[src/design/bdpc_pkg.sv]
// Package for the button debounce and press classifier.
// Holds register indexes, reset values, LED mode codes and shared types.
// No dependencies.
package bdpc_pkg;

    localparam int TIMER_W = 16;
    localparam int CFG_INDEX_W = 2;
    localparam int IN_TDATA_W = 8;
    localparam int OUT_TDATA_W = 8;

    localparam logic [TIMER_W-1:0] TIMER_MAX = {TIMER_W{1'b1}};

    localparam logic [CFG_INDEX_W-1:0] REG_DEBOUNCE_MS = 2'd0;
    localparam logic [CFG_INDEX_W-1:0] REG_SHORT_PRESS_MAX_MS = 2'd1;
    localparam logic [CFG_INDEX_W-1:0] REG_LONG_PRESS_MS = 2'd2;

    localparam logic [TIMER_W-1:0] DEBOUNCE_MS_RESET = 16'd15;
    localparam logic [TIMER_W-1:0] SHORT_PRESS_MAX_MS_RESET = 16'd1000;
    localparam logic [TIMER_W-1:0] LONG_PRESS_MS_RESET = 16'd3000;

    localparam logic [1:0] LED_OFF = 2'd0;
    localparam logic [1:0] LED_SLOW = 2'd1;
    localparam logic [1:0] LED_FAST = 2'd2;

    localparam logic LEVEL_PRESSED = 1'b0;
    localparam logic LEVEL_RELEASED = 1'b1;

    typedef struct packed {
        logic [TIMER_W-1:0] debounce_ms;
        logic [TIMER_W-1:0] short_press_max_ms;
        logic [TIMER_W-1:0] long_press_ms;
    } cfg_t;

    typedef struct packed {
        logic [1:0] led_mode;
        logic       long_press_event;
        logic       short_press_event;
        logic       release_event;
        logic       press_event;
        logic       stable_level;
    } result_t;

    function automatic logic [TIMER_W-1:0] sat_inc(input logic [TIMER_W-1:0] v);
        sat_inc = (v == TIMER_MAX) ? v : v + TIMER_W'(1);
    endfunction

endpackage

[src/design/bdpc_core.sv]
// Debounce filter, press timer and LED mode stepper for one sample per step.
// Depends on bdpc_pkg.
module bdpc_core (
    input  logic            aclk,
    input  logic            aresetn,
    input  logic            step_en,
    input  logic            raw_level,
    input  bdpc_pkg::cfg_t  cfg,
    output bdpc_pkg::result_t result
);

    logic                         filtered_reg, filtered_next;
    logic                         accepted_reg, accepted_next;
    logic                         prev_accepted_reg, prev_accepted_next;
    logic                         db_active_reg, db_active_next;
    logic [bdpc_pkg::TIMER_W-1:0] db_elapsed_reg, db_elapsed_next;
    logic [bdpc_pkg::TIMER_W-1:0] hold_reg, hold_next;
    logic                         long_armed_reg, long_armed_next;
    logic [1:0]                   mode_reg, mode_next;

    always_comb begin
        filtered_next = filtered_reg;
        accepted_next = accepted_reg;
        db_active_next = db_active_reg;
        db_elapsed_next = db_elapsed_reg;
        long_armed_next = long_armed_reg;
        mode_next = mode_reg;
        hold_next = bdpc_pkg::sat_inc(hold_reg);
        result = '0;

        if (raw_level != filtered_reg) begin
            filtered_next = raw_level;
            db_active_next = 1'b1;
            db_elapsed_next = '0;
        end else if (db_active_reg) begin
            db_elapsed_next = bdpc_pkg::sat_inc(db_elapsed_reg);
        end
        if (db_active_next && (db_elapsed_next >= cfg.debounce_ms)) begin
            accepted_next = filtered_next;
            db_active_next = 1'b0;
        end

        if (accepted_next != prev_accepted_reg) begin
            if (accepted_next == bdpc_pkg::LEVEL_PRESSED) begin
                result.press_event = 1'b1;
                long_armed_next = 1'b1;
                hold_next = '0;
                mode_next = (mode_reg == bdpc_pkg::LED_SLOW) ? bdpc_pkg::LED_FAST
                                                             : bdpc_pkg::LED_SLOW;
            end else begin
                result.release_event = 1'b1;
                result.short_press_event = (hold_next <= cfg.short_press_max_ms);
                long_armed_next = 1'b0;
            end
        end
        prev_accepted_next = accepted_next;

        if (long_armed_next && (hold_next >= cfg.long_press_ms)) begin
            result.long_press_event = 1'b1;
            long_armed_next = 1'b0;
        end

        result.stable_level = accepted_next;
        result.led_mode = mode_next;
    end

    always_ff @(posedge aclk) begin
        if (!aresetn) begin
            filtered_reg <= bdpc_pkg::LEVEL_RELEASED;
            accepted_reg <= bdpc_pkg::LEVEL_RELEASED;
            prev_accepted_reg <= bdpc_pkg::LEVEL_RELEASED;
            db_active_reg <= 1'b0;
            db_elapsed_reg <= '0;
            hold_reg <= '0;
            long_armed_reg <= 1'b0;
            mode_reg <= bdpc_pkg::LED_OFF;
        end else if (step_en) begin
            filtered_reg <= filtered_next;
            accepted_reg <= accepted_next;
            prev_accepted_reg <= prev_accepted_next;
            db_active_reg <= db_active_next;
            db_elapsed_reg <= db_elapsed_next;
            hold_reg <= hold_next;
            long_armed_reg <= long_armed_next;
            mode_reg <= mode_next;
        end
    end

endmodule

[src/design/button_debounce_press_classifier.sv]
// Button debounce and press classifier, top level: input register, core,
// result register and configuration registers. Depends on bdpc_pkg, bdpc_core.
// One item is one millisecond pin sample; each accepted item yields exactly one
// result item via the input register, core and result register, and a new item
// is taken every clock while the result side keeps up. The input register and
// the result register form a two-stage path, so throughput is then one item per
// cycle, as the core steps its state once per item. Configuration writes are
// always ready; write only while no item is in flight. Register index 3 is ignored.
module button_debounce_press_classifier (
    input  logic                                 aclk,
    input  logic                                 aresetn,
    input  logic                                 s_tvalid,
    output logic                                 s_tready,
    input  logic [bdpc_pkg::IN_TDATA_W-1:0]      s_tdata,   // [0] raw_level, [7:1] zero
    output logic                                 m_tvalid,
    input  logic                                 m_tready,
    // [0] stable_level, [1] press_event, [2] release_event, [3] short_press_event,
    // [4] long_press_event, [6:5] led_mode, [7] zero
    output logic [bdpc_pkg::OUT_TDATA_W-1:0]     m_tdata,
    input  logic                                 cfg_valid,
    output logic                                 cfg_ready,
    input  logic [bdpc_pkg::CFG_INDEX_W-1:0]     cfg_index,
    input  logic [bdpc_pkg::TIMER_W-1:0]         cfg_data
);

    bdpc_pkg::cfg_t    cfg_reg;
    bdpc_pkg::result_t core_result;
    bdpc_pkg::result_t out_reg;
    logic              in_valid_reg;
    logic              in_level_reg;
    logic              out_valid_reg;
    logic              advance;

    assign advance = in_valid_reg && (!out_valid_reg || m_tready);
    assign s_tready = !in_valid_reg || advance;
    assign cfg_ready = 1'b1;

    bdpc_core u_core (
        .aclk      (aclk),
        .aresetn   (aresetn),
        .step_en   (advance),
        .raw_level (in_level_reg),
        .cfg       (cfg_reg),
        .result    (core_result)
    );

    always_ff @(posedge aclk) begin
        if (!aresetn) begin
            in_valid_reg <= 1'b0;
            out_valid_reg <= 1'b0;
            cfg_reg.debounce_ms <= bdpc_pkg::DEBOUNCE_MS_RESET;
            cfg_reg.short_press_max_ms <= bdpc_pkg::SHORT_PRESS_MAX_MS_RESET;
            cfg_reg.long_press_ms <= bdpc_pkg::LONG_PRESS_MS_RESET;
        end else begin
            if (s_tvalid && s_tready) begin
                in_valid_reg <= 1'b1;
            end else if (advance) begin
                in_valid_reg <= 1'b0;
            end
            if (advance) begin
                out_valid_reg <= 1'b1;
            end else if (m_tready) begin
                out_valid_reg <= 1'b0;
            end
            if (cfg_valid) begin
                case (cfg_index)
                    bdpc_pkg::REG_DEBOUNCE_MS:        cfg_reg.debounce_ms <= cfg_data;
                    bdpc_pkg::REG_SHORT_PRESS_MAX_MS: cfg_reg.short_press_max_ms <= cfg_data;
                    bdpc_pkg::REG_LONG_PRESS_MS:      cfg_reg.long_press_ms <= cfg_data;
                    default: ;
                endcase
            end
        end
    end

    always_ff @(posedge aclk) begin
        if (s_tvalid && s_tready) begin
            in_level_reg <= s_tdata[0];
        end
        if (advance) begin
            out_reg <= core_result;
        end
    end

    assign m_tvalid = out_valid_reg;
    assign m_tdata = {1'b0, out_reg.led_mode, out_reg.long_press_event,
                      out_reg.short_press_event, out_reg.release_event,
                      out_reg.press_event, out_reg.stable_level};

endmodule

[config.mk]
export PLATFORM = sky130hd
export DESIGN_NAME = button_debounce_press_classifier
export DESIGN_NICKNAME = d
export VERILOG_FILES = /design/src/design/bdpc_pkg.sv /design/src/design/bdpc_core.sv /design/src/design/button_debounce_press_classifier.sv
export SDC_FILE = /design/constraint.sdc
export NUM_CORES = 1
export LEC_CHECK = 0
export BUFFER_PORTS_ARGS = -buffer_cell sky130_fd_sc_hd__buf_4
export CORE_MARGIN = 5
export CORE_UTILIZATION = 55
export DETAILED_ROUTE_END_ITERATION = 8
export PLACE_DENSITY = 0.77
export SKIP_CTS_REPAIR_TIMING = 1
export SYNTH_ARGS = -nofsm -noshare
export SYNTH_HDL_FRONTEND = slang
export SYNTH_SLANG_ARGS = --single-unit
[constraint.sdc]
create_clock -name aclk -period 4.66 [get_ports aclk]
set_input_delay 0.466 -clock aclk [delete_from_list [all_inputs] [get_ports aclk]]
set_output_delay 0.466 -clock aclk [all_outputs]
set_load 0.02 [all_outputs]
# After elaboration in Yosys (flattened, before gate mapping)
# Cells that the tools add are included.
[totals] ff_bits=96 inputBits=31 output_inout_bits=11 wordCells=68
[op_classes] addsub=2 order_cmp=3 eq_ne=7 n_mux=22 n_reduce_logical=15
[ops] cell="2-to-1 mux 16 bit" count=6
[ops] cell="adder 16 x 1 -> 16 bit (second input constant)" count=2
[ops] cell="equality test 16 bit (second input constant)" count=2
[ops] cell="greater-or-equal comparator 16 bit" count=2
[ops] cell="less-or-equal comparator 16 bit" count=1
[ops] cell="2-to-1 mux 1 bit" count=13
[ops] cell="AND reduction 2 bit" count=4
[ops] cell="2-to-1 mux 2 bit" count=3
[ops] cell="equality test 2 x 1 -> 1 bit (second input constant)" count=2
[ops] cell="logical AND 1 bit" count=4
[ops] cell="nonzero test 2 bit" count=2
[ops] cell="equality test 2 bit (second input constant)" count=1
[ops] cell="zero test 1 bit" count=2
[ops] cell="zero test 2 bit" count=1
[ops] cell="logical OR 1 bit" count=2
[ops] cell="inequality test 1 bit" count=2

# Longest topological paths before layout
# Gate-level depths: netlist of run 1.
[logic_depth] ltp_word=12 mapped_depth=26 depth_no_buf=25

# Hierarchy
# A second synthesis of run 1 with hierarchy kept.
[hier_totals] cells_unflattened=728 area_unflattened_um2=6177.2
[by_module_without_submodules] module="bdpc_core" n_inst=1 cells_each=518 area_per_inst_um2=3871.2 seq_area_each_um2=760.7
[by_module_without_submodules] module="button_debounce_press_classifier" n_inst=1 cells_each=210 area_per_inst_um2=2306.0 seq_area_each_um2=1241.2

# Worst setup path after synthesis of run 1
# Ideal clock, no wire load.
[synth_timing] path_kind="flip-flop to flip-flop" startpoint="register u_core.db_elapsed_reg[7] (netlist bit)" endpoint="register out_reg (netlist bit m_tdata[4]) (data pin)" setup_ps=273 arrival_time_ps=4741 required_time_ps=4387 setup_slack_ps=-353 path_stages_with_launch=26 path_buffers=2 synth_period_minus_slack_ps=5013 cell_sequence="dfxtp_1 > nand4_4 > or2_1 > buf_6 > o21ai_0 > nor2_1 > xnor2_1 > nor2_1 > ha_1 > nand4_1 > nor3_1 > a32oi_1 > a211o_2 > nand2_1 > inv_1 > ha_1 > a21o_1 > clkbuf_1 > and2_1 > ha_1 > a21o_1 > a21o_1 > a21oi_1 > o21ai_0 > a21oi_1 > a311oi_1"
[synth_rtl] element="start, declared" line="bdpc_core.sv:16" source="logic [bdpc_pkg::TIMER_W-1:0] db_elapsed_reg, db_elapsed_next;"
[synth_rtl] element="start signal, assigned" line="bdpc_core.sv:82" source="db_elapsed_reg <= db_elapsed_next;"
[synth_rtl] element="end signal, assigned" line="button_debounce_press_classifier.sv:81" source="out_reg <= core_result;"
[synth_rtl] element="end, declared" line="button_debounce_press_classifier.sv:28" source="bdpc_pkg::result_t out_reg;"

==> results of run 1 <==
cells in the final DEF, fill, tap and decap left out, types with 4 or more instances in the layout:
cell type	n
and2_1	8
nand2b_1	4
nand2_1	127
o21ai_0	11
a21o_1	12
a21oi_2	4
nand3_1	28
nand3b_1	4
a21oi_1	60
xor2_1	8
mux2i_1	6
inv_1	65
and3_1	13
edfxtp_1	8
xnor2_1	11
nor3_1	10
o21a_1	9
o211ai_1	21
dfxtp_1	82
dfxtp_2	5
nand4_1	14
nor2_2	4
nor2_1	40
nor4_1	5
ha_1	49
o31ai_1	12
clkbuf_8	10
buf_4	88
critical path, stage by stage (launching register included):
cell,delay (ns)
dfxtp_2,0.37
ha_4,0.15
nand4_1,0.20
nor3_2,0.25
nand2_1,0.10
o311a_1,0.39
ha_1,0.30
nand4_1,0.10
buf_6,0.16
nor3_4,0.19
buf_4,0.14
nor4_2,0.03
a32oi_2,0.26
nand2_2,0.09
inv_2,0.08
ha_4,0.20
a21o_1,0.19
inv_2,0.12
nor2_1,0.06
ha_1,0.30
a21o_1,0.19
a21o_1,0.19
a21oi_2,0.17
o21ai_2,0.12
a21oi_4,0.14
a311oi_2,0.05
stage by stage:
stage / total power, mW / cells / util [%] / hold WS, ns / cell area [um^2]
after floorplan: 1.03 / 743 / - / 0.436 / 5900
after global placement: 1.10 / 924 / 62.7 / 0.445 / 6500
after detailed placement: 1.10 / 924 / 62.7 / 0.449 / 6500
after CTS: 1.64 / 940 / 64.6 / 0.251 / 6700
after global routing: 1.73 / 947 / 67.4 / 0.245 / 6990
final: 1.66 / 947 / 67.4 / 0.258 / 6990
where the power goes:
group,internal (mW),total (mW),switching [mW],leakage (nW)
Combinational,0.0977,0.243,0.146,2.21
Clock,0.243,0.547,0.304,0.105
Sequential,0.856,0.869,0.0125,0.795
cell families after synthesis:
| group | count (synthesis) | synth area share [%] |
|---|---|---|
| DFF | 96 | 34.1 |
| buffers and inverters | 108 | 7.86 |
| and+or+nand+nor | 289 | 23.4 |
| AOI/OAI and AO/OA | 168 | 19.0 |
| xor gates and xnor gates | 20 | 2.98 |
| adders and majority gates | 53 | 11.3 |
| muxes | 7 | 1.21 |
| other | 2 | 0.128 |
area by class of cell:
class | instances | area share (%)
clock buffer | 11 | 2.33
sequential | 96 | 28.8
tap | 136 | 2.44
timing repair buffer | 91 | 9.94
inverter | 69 | 3.71
clock inverter | 5 | 0.537
multi-input combinational | 539 | 52.3
how the worst min path moves through the flow:
stage | end | slack [ns] | cells past startpoint
CTS | in_level_reg | 0.25 | 1
global placement | cfg_reg[10] | 0.45 | 2
detailed placement | cfg_reg[10] | 0.45 | 2
floorplan | cfg_reg[10] | 0.44 | 2
global route | in_level_reg | 0.24 | 1
finish | in_level_reg | 0.26 | 1
routing by layer:
metal	global-route usage (%)	routed length [um]	up-vias
met5	0	0	-
li1	-	-	2711
met3	4.22	988	19
met2	36.0	6720	162
met1	32.5	6950	2581
met4	7.77	240	0
==> flow_summary.toml, run 1 <==
[drt]
first_pass_iters = 5
ant_nets = 0
drt_iter0_markers = 338
postRouteWirelength_um = 14900
remaining_drc_errors = 0
vias = 5473
wl_per_cell_um = 15.7
viasPerCell = 5.78

[cts]
cts_htree_levels = 3
clkTransAtPathRegs_ns = 0.10
clock_latency_ns = 0.38
clk_path_buf_depth = 2
cts_tree = "done"
cts_buffers = 9
ctsRootBufferMaster = "clkbuf_8"
cts_sinks = 96

[critical_path]
ff2ff_path_depth = 25
startpoint = "u_core.db_elapsed_reg[1]"
crit_type = "register to register"
critPathMaxFanout = 5
rrSetupSlack_ns = -0.19
r2r-start = "u_core.db_elapsed_reg[1]"
rr_endpoint = "m_tdata[4]"
critPathCaptureType = "register"
cp_data_arrival_time_ns = 4.97
critPathLaunchType = "register"
required_ns = 4.78
endpoint = "m_tdata[4]"

[synth]
ys.flop_type = "dfxtp_1"
synth_common_cells = "128 x nand2_1, 88 x dfxtp_1, 67 x inv_1, 64 x a21oi_1, 53 x ha_1"
synth_top_cell_area_share_pct = 30.0
synth_edf_count = 8
synth_area_leaders = "dfxtp_1 30%, ha_1 11%, nand2_1 8.2%, a21oi_1 5.5%, inv_1 4.3%"
synthDistinctLibCells = 70
synth.avg_cell_area_um2 = 7.90
synthesis.nets = 827
ys_seq_area_share_pct = 34.1
yosys_warnings = 0
yosysMostFrequentCell = "nand2_1"
yosysTopAreaCell = "dfxtp_1"
postSynthCellCount = 743
syn-cell-area_um2 = 5870
async_flop_share_pct = 0
ys_ff_latch = 96

[final_layout]
syn_to_final_growth_pct = 19.0
multi_input_area_um2 = 3650
diodes = 0
fillers = 859
nNetsFinal = 890
seq_area_um2 = 2010
drive_gt1_share_pct = 20.6
largest_register_ffs = 48

[placed_design]
port_buffers = 32
hpwl_um = 10900
place_congestion = 0.890
dp_slack_ns = -0.542

[timing]
setup_ws_ns = -0.194
maxSlewViolCount = 0
max_freq_ghz = 0.206
setup_tns_ns = -0.377
worst_slew_pin_slew_ns = 0.965
min_period_over_period_pct = 104
rsz0062_at_grt = "yes"
period_minus_slack_ns = 4.85
maxSlewHeadroom_pct = 35.4
setup_violations = 2
hold_violations = 0
finClkSkew_ns = 0.0127

[floorplan]
die_y_um = 113
io_pins = 42
core.rowCount = 37
start_util_pct = 56.6
core_area_um2 = 10400
die_x_um = 113
die_area_um2 = 12800

[grt]
grt_util_all_layers_pct = 23.2
grt_pass1_vias = 5133
overflow = 0
antenna_found_initial = 0
grt_max_degree = 44
grt_pass1_wl_um = 24300

[job]
maxCapViolations = 0

[status]
outcome = "finished, violations left"
violations = "negative setup slack"

[hold_path]
min_from = "s_tdata[0]"
hold_class = "primary input to register"

[power]
powerDensity_nw_per_um2 = 238
leakage_nw = 3.11
ir_drop_mv = 0.234
Power figures use the tool's default switching activity.
==> inputs of run 2 (changes only) <==
Settings changed: TNS_END_PERCENT set to 20.
==> run 2 against run 1 <==
Fmax decreased by 0.52%. Critical path depth unchanged. Count of clock-buffer cells in the layout is the same. Highest routed layer unchanged. Global-route usage stayed put. The run still ends with negative setup slack left. Sequential share of layout area about the same. Register-to-register slack got worse by 0.03 ns. Via count hardly changed.
==> flow_summary.toml, run 2 (synthesized netlist as in run 1, its figures left out) <==
[status]
outcome = "finished, violations left"
violations = "negative setup slack"

[hold_path]
hold_path_depth = 1
hold_class = "primary input to register"
min_from = "s_tdata[0]"
holdPathEnd = "in_level_reg"

[floorplan]
die_area_um2 = 12800
core_area_um2 = 10400
io_pins = 42
core.rowCount = 37
start_util_pct = 56.6
die_x_um = 113
die_y_um = 113

[critical_path]
crit_type = "register to register"
rr_endpoint = "u_core.long_armed_reg"
rrSetupSlack_ns = -0.22
required_ns = 4.94
cp_data_arrival_time_ns = 5.16
critPathMaxFanout = 8
r2r-start = "u_core.db_elapsed_reg[1]"
critPathLaunchType = "register"
ff2ff_path_depth = 25
critPathCaptureType = "register"

[grt]
antenna_found_initial = 0
grt_util_all_layers_pct = 23.2
grt_max_degree = 44
overflow = 0
grt_pass1_wl_um = 24300
grt_pass1_vias = 5133

[final_layout]
diodes = 0
syn_to_final_growth_pct = 18.9
final_cell_mix = "127 x nand2_1, 89 x buf_4, 82 x dfxtp_1"
finalCoreUtilization_pct = 67.3
final_area_um2 = 6980
largest_register_ffs = 48
drive_gt1_share_pct = 20.3
final_common_cell = "nand2_1"
nNetsFinal = 890

[drt]
vias = 5471
postRouteWirelength_um = 14900
drt_iter0_markers = 386
first_pass_iters = 7
ant_nets = 0
wl_per_cell_um = 15.7
viasPerCell = 5.78
remaining_drc_errors = 0

[timing]
finClkSkew_ns = 0.0129
setup_ws_ns = -0.220
period_minus_slack_ns = 4.88
min_period_over_period_pct = 105
worst_slew_pin_slew_ns = 0.969
max_freq_ghz = 0.205
maxSlewViolCount = 0
setup_violations = 2
hold_violations = 0
worst_hold_slack_ns = 0.258
maxSlewHeadroom_pct = 35.1
rsz0062_at_grt = "yes"

[power]
power_mw = 1.66
leakage_nw = 3.10
powerDensity_nw_per_um2 = 238
ir_drop_mv = 0.236

[placed_design]
hpwl_um = 10900
dp_slack_ns = -0.542
dpl_cell_area_um2 = 6500
place_congestion = 0.890
port_buffers = 32

[cts]
clk_path_buf_depth = 2
cts_buffers = 9
cts_tree = "done"
cts_sinks = 96
clkTransAtPathRegs_ns = 0.10
clock_latency_ns = 0.38
cts_htree_levels = 3
ctsRootBufferMaster = "clkbuf_8"

[job]
maxCapViolations = 0
-- run 2: stage by stage --
step	cells	TNS [ns]
finish	947	-0.408
global route	947	-0.987
CTS	940	-1.18
detailed placement	924	-1.03
global placement	924	-0.728
floorplan	743	0
-- run 2: worst max path at each step --
stage / depth (start not counted) / start / to / slack [ns]
after global placement: 24 / u_core.db_elapsed_reg[9] / u_core.long_armed_reg / -0.38
final: 25 / u_core.db_elapsed_reg[1] / u_core.long_armed_reg / -0.22
after CTS: 25 / u_core.db_elapsed_reg[1] / m_tdata[4] / -0.62
after floorplan: 23 / u_core.db_elapsed_reg[9] / m_tdata[4] / 0.006
after global routing: 26 / u_core.db_elapsed_reg[1] / u_core.long_armed_reg / -0.51
after detailed placement: 24 / u_core.db_elapsed_reg[9] / m_tdata[4] / -0.54
-- run 2: final cells by class --
cell class              count  area [um^2]
multi-input cells         539         3650
clock buffers              11          163
clock inverters             5         37.5
repair buffers             91          691
fillers                   860         3390
flip-flops and latches     96         2010
inverters                  69          259
well taps                 136          170
-- run 2: layer usage --
metal,wire [um],part of all wire (%),global-route usage [%]
met2,6710,45,36.0
met5,0,0,0
met4,224,1.5,7.77
met1,6990,47,32.5
met3,943,6.3,4.22
-- run 2: report_power, final --
| group | internal (mW) | total (mW) | switching [mW] |
|---|---|---|---|
| registers | 0.856 | 0.869 | 0.0125 |
| logic | 0.0973 | 0.242 | 0.145 |
| clock network | 0.243 | 0.549 | 0.306 |
| total | 1.20 | 1.66 | 0.463 |
-- run 2: critical path, cell delays in order, from the launching register on --
cell and delay [ns]:
dfxtp_2 0.37, ha_4 0.15, nand4_1 0.20, nor3_2 0.25, nand2_1 0.10, o311a_1 0.39
ha_1 0.30, nand4_1 0.10, buf_6 0.16, nor3_4 0.19, buf_4 0.15, nor4_2 0.04
a32oi_2 0.26, nand2_2 0.09, inv_2 0.08, ha_4 0.20, a21o_1 0.19, buf_6 0.14
and2_1 0.16, ha_4 0.27, a21o_1 0.11, a21o_1 0.13, a21oi_2 0.06, o21ai_2 0.26
a211oi_1 0.10, a211o_1 0.29
==> inputs of run 3 (changes only) <==
Settings changed: CORE_UTILIZATION 55 to 57, CTS_BUF_LIST set to sky130_fd_sc_hd__clkbuf_8, PLACE_DENSITY 0.77 to 0.79.
==> run 3 against run 2 <==
The flow still finishes with violations (negative setup slack). Worst setup slack got worse by 0.031 ns. Non-clock buffer count fell by 4. First-iteration DRC count is 8.3% lower. Critical endpoint is now m_tdata[4]. Largest power group unchanged. Highest routed layer unchanged.
==> flow_summary.toml, run 3 (synthesized netlist as in run 1, its figures left out) <==
[timing]
maxSlewHeadroom_pct = 35.3
setup_violations = 2
finClkSkew_ns = 0.00726
max_freq_ghz = 0.204
setup_ws_ns = -0.251
worst_slew_pin_slew_ns = 0.966
rsz0062_at_grt = "yes"
hold_violations = 0
min_period_over_period_pct = 105
period_minus_slack_ns = 4.91
maxSlewViolCount = 0

[final_layout]
nNetsFinal = 886
final_cell_mix = "127 x nand2_1, 85 x buf_4, 82 x dfxtp_1"
largest_register_ffs = 48
final_common_cell = "nand2_1"
drive_gt1_share_pct = 20.4
syn_to_final_growth_pct = 18.8
diodes = 0
final_area_um2 = 6980
finalCoreUtilization_pct = 68.5

[hold_path]
hold_path_depth = 1
min_from = "s_tdata[0]"
hold_class = "primary input to register"
holdPathEnd = "in_level_reg"

[floorplan]
start_util_pct = 57.6
die_x_um = 111
core_area_um2 = 10200
core.rowCount = 37
die_y_um = 111
io_pins = 42
die_area_um2 = 12400

[cts]
ctsRootBufferMaster = "clkbuf_8"
cts_buffers = 9
cts_tree = "done"
cts_sinks = 96
clkTransAtPathRegs_ns = 0.10
clock_latency_ns = 0.37
clk_path_buf_depth = 2
cts_htree_levels = 3

[critical_path]
cpMostUsedCell = "ha_4"
ff2ff_path_depth = 23
required_ns = 4.77
worst_path_max_delay_cell = "o311a_4"
cpPeakStageDelay_ns = 0.41
critPathLaunchType = "register"
rrSetupSlack_ns = -0.25
r2r-start = "u_core.db_elapsed_reg[1]"
crit_type = "register to register"
worstPathCellList = "ha_4 -> nand4_1 -> nor3_2 -> nand2_1 -> o311a_4 -> ha_4 -> nand4_1 -> nor3_2 -> nor3_2 -> a211o_2 -> nand2_2 -> inv_2 -> ha_4 -> a21o_4 -> buf_6 -> and2_4 -> ha_4 -> a211o_1 -> a21oi_1 -> o21ai_1 -> buf_4 -> a21oi_2 -> a311oi_1"
critPathCaptureType = "register"
rr_endpoint = "m_tdata[4]"
critPathMaxFanout = 8
cp_data_arrival_time_ns = 5.03

[power]
leakage_nw = 3.07
powerDensity_nw_per_um2 = 243
ir_drop_mv = 0.169

[grt]
overflow = 0
grt_pass1_vias = 5201
grt_pass1_wl_um = 24600
antenna_found_initial = 0
grt_max_degree = 44
grt_util_all_layers_pct = 23.8

[drt]
wl_per_cell_um = 16.3
ant_nets = 0
first_pass_iters = 5
viasPerCell = 5.82
drt_iter0_markers = 354
vias = 5486
remaining_drc_errors = 0
postRouteWirelength_um = 15400

[placed_design]
dpl_cell_area_um2 = 6500
port_buffers = 32
hpwl_um = 11000
place_congestion = 0.899

[status]
violations = "negative setup slack"
outcome = "finished, violations left"

[job]
maxCapViolations = 0
run 3: report_power, final:
group	internal [mW]	leakage, nW	switching (mW)
registers	0.856	0.795	0.0128
clock network	0.282	0.110	0.306
logic	0.0923	2.16	0.147
total	1.23	3.07	0.466
run 3: how the worst max path moves through the flow:
stage / cells past startpoint / startpoint / slack, ns / end
2_1_floorplan: 23 / u_core.db_elapsed_reg[9] / 0.006 / m_tdata[4]
3_3_place_gp: 24 / u_core.db_elapsed_reg[0] / -0.26 / m_tdata[4]
3_5_place_dp: 26 / u_core.db_elapsed_reg[1] / -0.37 / u_core.long_armed_reg
4_1_cts: 26 / u_core.db_elapsed_reg[1] / -0.42 / u_core.long_armed_reg
5_1_grt: 24 / u_core.db_elapsed_reg[1] / -0.46 / m_tdata[4]
6_report: 23 / u_core.db_elapsed_reg[1] / -0.25 / m_tdata[4]
run 3: critical path: cells and delay by family (launching register included):
| family | cells | cell delay, ns |
|---|---|---|
| AO/OA/AOI/OAI | 8 | 1.66 |
| adder cells (fa/ha/maj) | 4 | 0.84 |
| buffers and inverters | 3 | 0.34 |
| flip-flops | 1 | 0.37 |
| AND/OR/NAND/NOR | 8 | 1.43 |
run 3: metal layers:
| layer | wire length, um | part of all wire [%] | track usage (%) |
|---|---|---|---|
| met3 | 937 | 6.1 | 3.37 |
| met5 | 0 | 0 | 0 |
| met1 | 6900 | 45 | 32.6 |
| met2 | 7250 | 47 | 38.4 |
| met4 | 296 | 1.9 | 8.19 |
run 3: metrics by stage:
step / hold WS, ns / power [mW] / setup TNS [ns] / worst slack [ns] / instances
6_report: 0.262 / 1.70 / -0.462 / -0.251 / 943
5_1_grt: 0.261 / 1.77 / -0.872 / -0.456 / 943
4_1_cts: 0.257 / 1.68 / -0.801 / -0.423 / 940
3_5_place_dp: 0.449 / 1.11 / -0.694 / -0.369 / 924
3_3_place_gp: 0.445 / 1.10 / -0.515 / -0.259 / 924
2_1_floorplan: 0.436 / 1.03 / 0 / 0.00553 / 743
run 3: final cells by class:
| cell class | count | area, um^2 |
|---|---|---|
| clock buffer | 11 | 151 |
| clock inverter | 5 | 61.3 |
| fill | 802 | 3210 |
| inverter | 69 | 262 |
| multi-input combinational | 539 | 3660 |
| sequential | 96 | 2010 |
| tap | 136 | 170 |
| timing repair buffer | 87 | 664 |
